--- src/rtl/opbd_pkg.sv ---
package opbd_pkg;

	localparam int SampleW  = 16;
	localparam int AccW     = 31;
	localparam int QShift   = 15;
	localparam int DcShift  = 4;
	localparam int TapDepth = 32;
	localparam int AddrW    = $clog2(TapDepth);
	localparam int NumTaps  = 23;
	localparam int NumPairs = (NumTaps + 1) / 2;
	localparam int PairW    = $clog2(NumPairs);
	localparam int CoefW    = 13;
	localparam int ProdW    = SampleW + CoefW + 1;
	localparam int SumW     = 32;
	localparam int CfgIndexW = 8;

	localparam logic [CfgIndexW-1:0] RegLowLimit  = CfgIndexW'(0);
	localparam logic [CfgIndexW-1:0] RegHighLimit = CfgIndexW'(1);

	localparam logic [SampleW-1:0] LowLimitReset  = SampleW'(20);
	localparam logic [SampleW-1:0] HighLimitReset = SampleW'(1000);

	typedef struct packed {
		logic               start;
		logic [SampleW-1:0] entry;
	} fir_ctrl_t;

	typedef struct packed {
		logic               done;
		logic [SampleW-1:0] ac;
	} fir_stat_t;

	function automatic logic [CoefW-1:0] coef(input logic [PairW-1:0] k);
		logic [CoefW-1:0] c;
		case (k)
			PairW'(0):  c = CoefW'(172);
			PairW'(1):  c = CoefW'(321);
			PairW'(2):  c = CoefW'(579);
			PairW'(3):  c = CoefW'(927);
			PairW'(4):  c = CoefW'(1360);
			PairW'(5):  c = CoefW'(1858);
			PairW'(6):  c = CoefW'(2390);
			PairW'(7):  c = CoefW'(2916);
			PairW'(8):  c = CoefW'(3391);
			PairW'(9):  c = CoefW'(3768);
			PairW'(10): c = CoefW'(4012);
			PairW'(11): c = CoefW'(4096);
			default:    c = '0;
		endcase
		return c;
	endfunction

endpackage

--- src/rtl/opbd_if.sv ---
interface opbd_sample_if;
	logic                        valid;
	logic                        ready;
	logic [opbd_pkg::SampleW-1:0] sample;
	modport source (output valid, sample, input ready);
	modport sink (input valid, sample, output ready);
endinterface

interface opbd_result_if;
	logic                               valid;
	logic                               ready;
	logic                               beat_detected;
	logic signed [opbd_pkg::SampleW-1:0] ac_value;
	logic [opbd_pkg::SampleW-1:0]        dc_estimate;
	modport source (output valid, beat_detected, ac_value, dc_estimate, input ready);
	modport sink (input valid, beat_detected, ac_value, dc_estimate, output ready);
endinterface

interface opbd_cfg_if;
	logic                          valid;
	logic                          ready;
	logic [opbd_pkg::CfgIndexW-1:0] index;
	logic [opbd_pkg::SampleW-1:0]   data;
	modport source (output valid, index, data, input ready);
	modport sink (input valid, index, data, output ready);
endinterface

--- src/rtl/opbd_ram.sv ---
module opbd_ram #(
	parameter int Width = 16,
	parameter int Depth = 32
) (
	input  logic                     clk,
	input  logic                     we,
	input  logic [$clog2(Depth)-1:0] waddr,
	input  logic [Width-1:0]         wdata,
	input  logic [$clog2(Depth)-1:0] raddr_a,
	input  logic [$clog2(Depth)-1:0] raddr_b,
	output logic [Width-1:0]         rdata_a,
	output logic [Width-1:0]         rdata_b
);

	logic [Width-1:0] mem [Depth];

	always_ff @(posedge clk) begin
		if (we) begin
			mem[waddr] <= wdata;
		end
		rdata_a <= mem[raddr_a];
		rdata_b <= mem[raddr_b];
	end

endmodule

--- src/rtl/opbd_dc.sv ---
module opbd_dc (
	input  logic                         clk,
	input  logic                         arst_n,
	input  logic                         step,
	input  logic [opbd_pkg::SampleW-1:0] sample,
	output logic [opbd_pkg::SampleW-1:0] dc,
	output logic [opbd_pkg::SampleW-1:0] entry
);

	logic [opbd_pkg::AccW-1:0] acc_q;
	logic signed [opbd_pkg::AccW:0] diff;
	logic signed [opbd_pkg::AccW:0] delta;

	// The arithmetic shift rounds the step towards minus infinity.
	assign diff  = $signed({1'b0, sample, opbd_pkg::QShift'(0)}) - $signed({1'b0, acc_q});
	assign delta = diff >>> opbd_pkg::DcShift;

	always_ff @(posedge clk or negedge arst_n) begin
		if (!arst_n) begin
			acc_q <= '0;
		end else if (step) begin
			acc_q <= acc_q + delta[opbd_pkg::AccW-1:0];
		end
	end

	assign dc    = acc_q[opbd_pkg::AccW-1:opbd_pkg::QShift];
	assign entry = sample - dc;

endmodule

--- src/rtl/opbd_fir.sv ---
module opbd_fir (
	input  logic                clk,
	input  logic                arst_n,
	input  opbd_pkg::fir_ctrl_t ctrl,
	output opbd_pkg::fir_stat_t stat
);

	localparam logic [1:0] F_IDLE  = 2'd0;
	localparam logic [1:0] F_ISSUE = 2'd1;
	localparam logic [1:0] F_DRAIN = 2'd2;
	localparam logic [opbd_pkg::PairW-1:0] LastPair = opbd_pkg::PairW'(opbd_pkg::NumPairs - 1);

	logic [1:0]                        state_q;
	logic [opbd_pkg::AddrW-1:0]        wp_q;
	logic [opbd_pkg::TapDepth-1:0]     valid_q;
	logic [opbd_pkg::PairW-1:0]        k_q;
	logic [opbd_pkg::AddrW-1:0]        addr_a;
	logic [opbd_pkg::AddrW-1:0]        addr_b;
	logic [opbd_pkg::SampleW-1:0]      rdata_a;
	logic [opbd_pkg::SampleW-1:0]      rdata_b;
	logic                              v_s1;
	logic                              va_s1;
	logic                              vb_s1;
	logic [opbd_pkg::PairW-1:0]        k_s1;
	logic                              v_s2;
	logic signed [opbd_pkg::ProdW-1:0] prod_s2;
	logic signed [opbd_pkg::SumW-1:0]  sum_q;
	logic [opbd_pkg::SampleW-1:0]      tap_a;
	logic [opbd_pkg::SampleW-1:0]      tap_b;
	logic signed [opbd_pkg::SampleW-1:0] pair;
	logic                              issue;

	// Pair k takes the taps k and (NumTaps-1-k) behind the newest entry.
	assign addr_a = wp_q - opbd_pkg::AddrW'(k_q);
	assign addr_b = wp_q + opbd_pkg::AddrW'(k_q) - opbd_pkg::AddrW'(opbd_pkg::NumTaps - 1);
	assign issue  = (state_q == F_ISSUE);

	opbd_ram #(
		.Width (opbd_pkg::SampleW),
		.Depth (opbd_pkg::TapDepth)
	) u_ram (
		.clk     (clk),
		.we      (ctrl.start),
		.waddr   (wp_q),
		.wdata   (ctrl.entry),
		.raddr_a (addr_a),
		.raddr_b (addr_b),
		.rdata_a (rdata_a),
		.rdata_b (rdata_b)
	);

	// Entries never written since reset read as zero.
	assign tap_a = va_s1 ? rdata_a : '0;
	assign tap_b = vb_s1 ? rdata_b : '0;
	assign pair  = (k_s1 == LastPair) ? $signed(tap_a) : $signed(tap_a + tap_b);

	always_ff @(posedge clk or negedge arst_n) begin
		if (!arst_n) begin
			state_q <= F_IDLE;
			wp_q    <= '0;
			valid_q <= '0;
			k_q     <= '0;
			v_s1    <= 1'b0;
			v_s2    <= 1'b0;
		end else begin
			v_s1 <= issue;
			v_s2 <= v_s1;
			case (state_q)
				F_IDLE: begin
					if (ctrl.start) begin
						valid_q[wp_q] <= 1'b1;
						k_q           <= '0;
						state_q       <= F_ISSUE;
					end
				end
				F_ISSUE: begin
					k_q <= k_q + opbd_pkg::PairW'(1);
					if (k_q == LastPair) begin
						state_q <= F_DRAIN;
					end
				end
				F_DRAIN: begin
					if (!v_s1 && !v_s2) begin
						wp_q    <= wp_q + opbd_pkg::AddrW'(1);
						state_q <= F_IDLE;
					end
				end
				default: begin
					state_q <= F_IDLE;
				end
			endcase
		end
	end

	always_ff @(posedge clk) begin
		va_s1   <= valid_q[addr_a];
		vb_s1   <= valid_q[addr_b];
		k_s1    <= k_q;
		prod_s2 <= pair * $signed({1'b0, opbd_pkg::coef(k_s1)});
		if (ctrl.start) begin
			sum_q <= '0;
		end else if (v_s2) begin
			sum_q <= sum_q + opbd_pkg::SumW'(prod_s2);
		end
	end

	assign stat.done = (state_q == F_DRAIN) && !v_s1 && !v_s2;
	assign stat.ac   = sum_q[opbd_pkg::QShift+opbd_pkg::SampleW-1:opbd_pkg::QShift];

endmodule

--- src/rtl/opbd_beat.sv ---
module opbd_beat (
	input  logic                         clk,
	input  logic                         arst_n,
	input  logic                         fire,
	input  logic [opbd_pkg::SampleW-1:0] cur,
	input  logic [opbd_pkg::SampleW-1:0] low_limit,
	input  logic [opbd_pkg::SampleW-1:0] high_limit,
	output logic                         beat
);

	logic signed [opbd_pkg::SampleW-1:0] prev_q, max_q, min_q;
	logic signed [opbd_pkg::SampleW-1:0] max_d, min_d, cur_s;
	logic                                pos_q, neg_q, pos_d, neg_d;
	logic                                rise, fall;
	logic signed [opbd_pkg::SampleW:0]   amp;

	assign cur_s = $signed(cur);
	assign rise  = (prev_q < 0) && (cur_s >= 0);
	assign fall  = (prev_q > 0) && (cur_s <= 0);
	assign amp   = $signed({max_q[opbd_pkg::SampleW-1], max_q})
	             - $signed({min_q[opbd_pkg::SampleW-1], min_q});
	assign beat  = rise && (amp > $signed({1'b0, low_limit}))
	                    && (amp < $signed({1'b0, high_limit}));

	always_comb begin
		pos_d = pos_q;
		neg_d = neg_q;
		max_d = max_q;
		min_d = min_q;
		if (rise) begin
			pos_d = 1'b1;
			neg_d = 1'b0;
			max_d = '0;
		end
		if (fall) begin
			pos_d = 1'b0;
			neg_d = 1'b1;
			min_d = '0;
		end
		if (pos_d && (cur_s > prev_q)) begin
			max_d = cur_s;
		end
		if (neg_d && (cur_s < prev_q)) begin
			min_d = cur_s;
		end
	end

	always_ff @(posedge clk or negedge arst_n) begin
		if (!arst_n) begin
			prev_q <= '0;
			max_q  <= '0;
			min_q  <= '0;
			pos_q  <= 1'b0;
			neg_q  <= 1'b0;
		end else if (fire) begin
			prev_q <= cur_s;
			max_q  <= max_d;
			min_q  <= min_d;
			pos_q  <= pos_d;
			neg_q  <= neg_d;
		end
	end

endmodule

--- src/rtl/optical_pulse_beat_detector.sv ---
// Channel   Dir  Payload                                   Handshake
// samples   in   sample[15:0]                              valid / ready
// results   out  beat_detected, ac_value[15:0], dc_estimate valid / ready
// cfg       in   index[7:0], data[15:0]                    valid / ready
//
// A sample passes in order through the DC update and delay-line write, the twelve folded
// tap pairs through the single multiplier, the drain of its pipeline and the hand-over of
// the result.
// Reset clears the DC level, the write pointer, the delay-line valid bits and the half-cycle
// tracking, and sets the limits back to 20 and 1000.
// A new sample is taken while the previous result waits; a stalled result holds the next one.
module optical_pulse_beat_detector (
	input  logic                 clk,
	input  logic                 arst_n,
	opbd_sample_if.sink          samples,
	opbd_result_if.source        results,
	opbd_cfg_if.sink             cfg
);

	localparam logic [2:0] S_IDLE = 3'd0;
	localparam logic [2:0] S_DC   = 3'd1;
	localparam logic [2:0] S_WR   = 3'd2;
	localparam logic [2:0] S_FIR  = 3'd3;
	localparam logic [2:0] S_OUT  = 3'd4;

	logic [2:0]                   state_q;
	logic [opbd_pkg::SampleW-1:0] x_q;
	logic [opbd_pkg::SampleW-1:0] ac_q;
	logic [opbd_pkg::SampleW-1:0] low_q, high_q;
	logic [opbd_pkg::SampleW-1:0] dc, entry;
	logic                         out_valid_q;
	logic                         out_free;
	logic                         load;
	logic                         beat;
	opbd_pkg::fir_ctrl_t          fir_ctrl;
	opbd_pkg::fir_stat_t          fir_stat;

	assign samples.ready = (state_q == S_IDLE);
	assign cfg.ready     = 1'b1;
	assign out_free      = !out_valid_q || results.ready;
	assign load          = (state_q == S_OUT) && out_free;

	opbd_dc u_dc (
		.clk    (clk),
		.arst_n (arst_n),
		.step   (state_q == S_DC),
		.sample (x_q),
		.dc     (dc),
		.entry  (entry)
	);

	assign fir_ctrl.start = (state_q == S_WR);
	assign fir_ctrl.entry = entry;

	opbd_fir u_fir (
		.clk    (clk),
		.arst_n (arst_n),
		.ctrl   (fir_ctrl),
		.stat   (fir_stat)
	);

	opbd_beat u_beat (
		.clk        (clk),
		.arst_n     (arst_n),
		.fire       (load),
		.cur        (ac_q),
		.low_limit  (low_q),
		.high_limit (high_q),
		.beat       (beat)
	);

	always_ff @(posedge clk or negedge arst_n) begin
		if (!arst_n) begin
			state_q     <= S_IDLE;
			out_valid_q <= 1'b0;
			low_q       <= opbd_pkg::LowLimitReset;
			high_q      <= opbd_pkg::HighLimitReset;
		end else begin
			if (cfg.valid) begin
				case (cfg.index)
					opbd_pkg::RegLowLimit:  low_q  <= cfg.data;
					opbd_pkg::RegHighLimit: high_q <= cfg.data;
					default: ;
				endcase
			end
			if (load) begin
				out_valid_q <= 1'b1;
			end else if (results.ready) begin
				out_valid_q <= 1'b0;
			end
			case (state_q)
				S_IDLE: begin
					if (samples.valid) begin
						state_q <= S_DC;
					end
				end
				S_DC: state_q <= S_WR;
				S_WR: state_q <= S_FIR;
				S_FIR: begin
					if (fir_stat.done) begin
						state_q <= S_OUT;
					end
				end
				S_OUT: begin
					if (out_free) begin
						state_q <= S_IDLE;
					end
				end
				default: state_q <= S_IDLE;
			endcase
		end
	end

	always_ff @(posedge clk) begin
		if (samples.valid && samples.ready) begin
			x_q <= samples.sample;
		end
		if (fir_stat.done) begin
			ac_q <= fir_stat.ac;
		end
		if (load) begin
			results.beat_detected <= beat;
			results.ac_value      <= $signed(ac_q);
			results.dc_estimate   <= dc;
		end
	end

	assign results.valid = out_valid_q;

endmodule
--- src/flat_wrapper.sv ---
// flat-port wrapper written by rule: the top's interface ports become plain ports
module optical_pulse_beat_detector_flat 
  (clk, arst_n, samples_valid, samples_sample, samples_ready, results_valid, results_beat_detected, results_ac_value, results_dc_estimate, results_ready, cfg_valid, cfg_index, cfg_data, cfg_ready);
  opbd_sample_if samples_i ();
  opbd_result_if results_i ();
  opbd_cfg_if cfg_i ();
  input  logic clk;
  input  logic arst_n;
  input wire logic [$bits(samples_i.valid)-1:0] samples_valid;
  input wire logic [$bits(samples_i.sample)-1:0] samples_sample;
  output wire logic [$bits(samples_i.ready)-1:0] samples_ready;
  output wire logic [$bits(results_i.valid)-1:0] results_valid;
  output wire logic [$bits(results_i.beat_detected)-1:0] results_beat_detected;
  output wire logic [$bits(results_i.ac_value)-1:0] results_ac_value;
  output wire logic [$bits(results_i.dc_estimate)-1:0] results_dc_estimate;
  input wire logic [$bits(results_i.ready)-1:0] results_ready;
  input wire logic [$bits(cfg_i.valid)-1:0] cfg_valid;
  input wire logic [$bits(cfg_i.index)-1:0] cfg_index;
  input wire logic [$bits(cfg_i.data)-1:0] cfg_data;
  output wire logic [$bits(cfg_i.ready)-1:0] cfg_ready;
  assign samples_i.valid = samples_valid;
  assign samples_i.sample = samples_sample;
  assign samples_ready = samples_i.ready;
  assign results_valid = results_i.valid;
  assign results_beat_detected = results_i.beat_detected;
  assign results_ac_value = results_i.ac_value;
  assign results_dc_estimate = results_i.dc_estimate;
  assign results_i.ready = results_ready;
  assign cfg_i.valid = cfg_valid;
  assign cfg_i.index = cfg_index;
  assign cfg_i.data = cfg_data;
  assign cfg_ready = cfg_i.ready;
  optical_pulse_beat_detector u_core (.clk(clk), .arst_n(arst_n), .samples(samples_i), .results(results_i), .cfg(cfg_i));
endmodule
--- config.mk ---
export PLATFORM = sky130hd
export DESIGN_NAME = optical_pulse_beat_detector_flat
export DESIGN_NICKNAME = d
export VERILOG_FILES = /design/src/rtl/opbd_pkg.sv /design/src/rtl/opbd_if.sv /design/src/rtl/opbd_ram.sv /design/src/rtl/opbd_dc.sv /design/src/rtl/opbd_fir.sv /design/src/rtl/opbd_beat.sv /design/src/rtl/optical_pulse_beat_detector.sv /design/src/flat_wrapper.sv
export SDC_FILE = /design/constraint.sdc
export NUM_CORES = 2
export LEC_CHECK = 0
export ABC_AREA = 1
export BUFFER_PORTS_ARGS = -buffer_cell sky130_fd_sc_hd__buf_4
export CAP_MARGIN = 15
export CORE_MARGIN = 2
export CORE_UTILIZATION = 64
export CTS_CLUSTER_SIZE = 30
export DETAILED_ROUTE_END_ITERATION = 10
export HOLD_SLACK_MARGIN = 0.08
export PLACE_DENSITY = 0.81
export REMOVE_ABC_BUFFERS = 1
export SETUP_SLACK_MARGIN = 0.02
export SYNTH_ARGS = -nofsm -noshare
export SYNTH_HDL_FRONTEND = slang
export SYNTH_SLANG_ARGS = --single-unit
--- constraint.sdc ---
create_clock -name clk -period 8.73 [get_ports clk]
set_input_delay 0.873 -clock clk [delete_from_list [all_inputs] [get_ports clk]]
set_output_delay 0.873 -clock clk [all_outputs]
set_load 0.02 [all_outputs]
==> results by stage <==
Finish:
- The final core area utilization is 70.66%.
- Counting the fill cells in the layout gives 5867.
- The fraction of final layout cells sized beyond drive strength 1 is 7.240%.
- Compared with the post-synthesis result, the final layout area differs by 9.776%.
- The net count of the finished layout is 6033.
- The number of non-filler instances in the completed layout is 6659.

Synth:
- Sequential cells were found to cover 46.63% of the synthesized design area.
- The average size of a mapped cell is 9.219 µm².
- For this run, asynchronously set or reset flops after synthesis account for 19.04%.
- Yosys attributes the largest share of cell area to edfxtp_1 (34%), nand2_1 (9.1%), fa_1 (8.3%).
- The number of enable-type register cells in the synthesized netlist is 577.
- The count of yosys warnings during synthesis is 0.
- The most used flip-flop cell after synthesis is edfxtp_1.
- The mapped cell area is 50680 µm².
- Of all cell types, the one taking the most synthesized area is edfxtp_1.
- Counting flops and latches in the post-synthesis netlist gives 851.
- Of the post-synthesis cell area, the dominant cell type holds 34.19%.
- Yosys mapped the design onto 62 distinct sky130hd cell types.
- The gate count after technology mapping is 5498.

Timing:
- The period utilization is 87.24%.
- The worst-margin pin slew is 1.286 ns.
- For this run, the top clock speed supported by timing is 131.3 MHz.
- The largest clock skew in the final design is 0.06950 ns.
- The number of pins exceeding their max-slew limit in the final report is 0.
- Setup repair after global routing left no endpoint under its margin.
- The clock period could shrink to 7.616 ns.
- Headroom to the max-slew limit came out at 13.17%.
- The count of endpoints failing hold in the final timing report is 0.
- The final count of negative-setup-slack endpoints is 0.

Die:
- The die extent in y is 285.4 µm.
- The area inside the core boundary is 78740 µm².
- The number of core rows is 103.
- The I/O pin count is 81.
- The die area is 81460 µm².
- The initial core utilization is 64.37%.
- The overall die width is 285.4 µm.

Critical path:
- The category of cells accounting for the largest share of critical-path delay is adder cells.
- Among the stages of the critical path, the cell type that occurs most often is nand2_1.
- The critical path is of the reg2reg type.
- On the worst path, the slowest cell contributes a delay of 0.70 ns.
- The worst setup path is launched from a register.
- Data on the critical path arrives at its endpoint at 8.19 ns.
- The worst setup path is captured at a register.
- Among all stages on the critical path, the largest delay is contributed by dfxtp_1.
- The number of buffers and inverters on the critical path is 8.
- In this run the worst path has a maximum fanout of 16.
- At the worst endpoint, the required time is 9.30 ns.

Detailed routing:
- After detailed routing, the total wire length is 138800 µm.
- Dividing the detail-routed via count by the number of cells gives 6.025.
- The remaining antenna violation count after routing is 0.
- The wire length per cell after detailed routing is 20.84 µm.
- The total DRC errors in the routed layout is 0.
- The violation count after the first detailed-routing iteration is 4416.
- The number of search-and-repair iterations in the first detailed-routing pass is 7.
- The total via count in the routed design is 40120.

Clocking:
- After clock tree synthesis, the setup repair step added 0 buffers.
- In this run, post-CTS hold repair placed 0 buffers.
- Counting the buffers created by CTS gives 88.
- The clock edge transition at the registers on the reported setup and hold paths is 0.06 ns.
- The TritonCTS clock tree is built.
- For this design, the sink count on the clock tree is 851.
- The number of gates resized after CTS was 0.
- The later pin in the worst-skew pair is clocked with a latency of 0.69 ns.
- The maximum buffer depth of the clock tree is 3.
- The H-tree depth reported by CTS is 3.
- The root buffer selected by CTS is clkbuf_16.

Worst hold path:
- The type of the worst min-delay path is in2reg.

GRT:
- The all-layer global routing usage is 34.03%.
- The global route total overflow is 0.
- The first global-routing pass estimated 216800 µm of wire.
- The via count of the first global-routing pass is 39700.
- The largest net degree at the start of global routing is 110.
- The number of antenna violations at the first check in global routing was 0.

Flow run:
- The max capacitance violation total is 0.

Placement:
- Routability-driven placement finished with a final weighted congestion of 0.9791.
- Buffers placed on the I/O ports in this run total 79.
- The HPWL after detailed placement is 94870 µm.
- The number of cells after detailed placement is 6490.

Status:
- The run finished with clean final reports.
## cell usage after synthesis (all sizes together) (15+ instances only)
| master | number |
|---|---|
| a21o | 15 |
| o311ai | 34 |
| edfxtp | 577 |
| dfrtp | 154 |
| nand2 | 1243 |
| fa | 209 |
| o21bai | 36 |
| nand3 | 140 |
| buf | 64 |
| o21ai | 474 |
| mux2i | 111 |
| xnor2 | 48 |
| nor3 | 86 |
| nor2 | 417 |
| clkbuf | 157 |
| o31ai | 23 |
| a21oi | 345 |
| xor2 | 80 |
| o211ai | 85 |
| dfxtp | 112 |
| inv | 695 |
| ha | 247 |
| nand4 | 26 |
## state kept, by name, summed over array words and instances, names as in the netlist, 30 cells and up, named ones only
register	cells
u_core.u_dc.acc_q	31
u_core.u_fir.prod_s2	30
u_core.u_fir.u_ram.mem	512
u_core.u_fir.valid_q	32
u_core.u_fir.sum_q	31
## cells in the final DEF (no fill, tap or decap), types with 14 or more instances in the layout
cell type / Yosys / layout
clkinv_2: 0 / 20
buf_4: 3 / 162
o21ai_0: 451 / 451
nor3_1: 85 / 85
a21o_1: 15 / 15
clkbuf_16: 0 / 88
o31ai_1: 22 / 22
clkbuf_1: 157 / 14
fa_1: 209 / 207
o211ai_1: 85 / 85
o221ai_1: 14 / 14
o21ai_1: 20 / 20
dfxtp_1: 112 / 112
dfrtp_1: 154 / 154
xor2_1: 78 / 67
a21oi_1: 344 / 344
o311ai_0: 21 / 21
xnor2_1: 48 / 42
nor2_1: 415 / 407
nand3_1: 139 / 139
nand2_1: 1225 / 1225
mux2i_1: 111 / 111
o21bai_1: 36 / 36
ha_1: 247 / 245
nand2_2: 16 / 16
nand4_1: 26 / 26
inv_1: 681 / 680
edfxtp_1: 577 / 577
## worst reg2reg max path, delay by kind of cell, from the launching register on
| family | cells | cell delay (ns) |
|---|---|---|
| adder cells (fa/ha/maj) | 8 | 3.58 |
| AND/OR/NAND/NOR | 16 | 1.72 |
| buffers and inverters | 8 | 0.81 |
| flip-flops | 1 | 0.70 |
| AO/OA/AOI/OAI | 4 | 0.76 |
## final timing paths
kind	start	end	slack (ns)	cells past startpoint
min in group asynchronous	arst_n	u_core.high_q[12]$_DFFE_PN0P_	0.37	1
min	samples_sample[0]	u_core.x_q[0]$_DFFE_PP_	0.36	1
max	u_core.u_fir.vb_s1$_DFF_P_	u_core.u_fir.prod_s2[29]$_DFF_P_	1.11	36
max in group asynchronous	arst_n	u_core.u_dc.acc_q[6]$_DFFE_PN0P_	6.95	2
min reg2reg	u_core.u_fir.valid_q[23]$_DFFE_PN0P_	u_core.u_fir.valid_q[23]$_DFFE_PN0P_	0.45	2
max reg2reg	u_core.u_fir.vb_s1$_DFF_P_	u_core.u_fir.prod_s2[29]$_DFF_P_	1.11	36
## cell families after synthesis
group	count (synthesis)	share of synthesized area, %
xor gates and xnor gates	128	2.242
muxes	111	2.192
other	1	0.007399
AOI/OAI and AO/OA	1085	12.17
buffers and inverters	921	6.989
adders and majority gates	456	14.35
and+or+nand+nor	1945	15.42
DFF	851	46.63
## layout make-up
| class | instances | area [µm²] | area share (%) |
|---|---|---|---|
| flip-flops and latches | 851 | 23630 | 42.48 |
| repair buffers | 165 | 1257 | 2.260 |
| inverters | 700 | 2635 | 4.736 |
| clock inverters | 55 | 678.2 | 1.219 |
| multi-input cells | 3726 | 23740 | 42.67 |
| clock buffers | 111 | 2379 | 4.275 |
| diodes | 1 | 2.502 | 0.004498 |
| well taps | 1050 | 1314 | 2.361 |
## stage by stage
step	hold slack, ns	TNS (ns)	instance area (µm²)	worst slack [ns]
2_1_floorplan	0.3938	-77.43	49770	-2.517
3_3_place_gp	0.4380	0	52550	1.270
3_5_place_dp	0.4419	0	52550	1.132
4_1_cts	0.3239	0	55610	1.122
5_1_grt	0.3398	0	55640	0.5600
6_report	0.3587	0	55640	1.114
## per-layer routing
| metal | GRT usage, % | vias to the layer above | share of wire, % |
|---|---|---|---|
| met2 | 54.28 | 2299 | 46 |
| met5 | 0 | - | 0 |
| met3 | 5.781 | 485 | 10 |
| met4 | 17.62 | 0 | 5.5 |
| li1 | - | 18410 | - |
| met1 | 45.18 | 18930 | 38 |
Power is left out: the tool's default activity adds up to more than one toggle a clock period on the data nets, which glitch-free logic cannot reach.
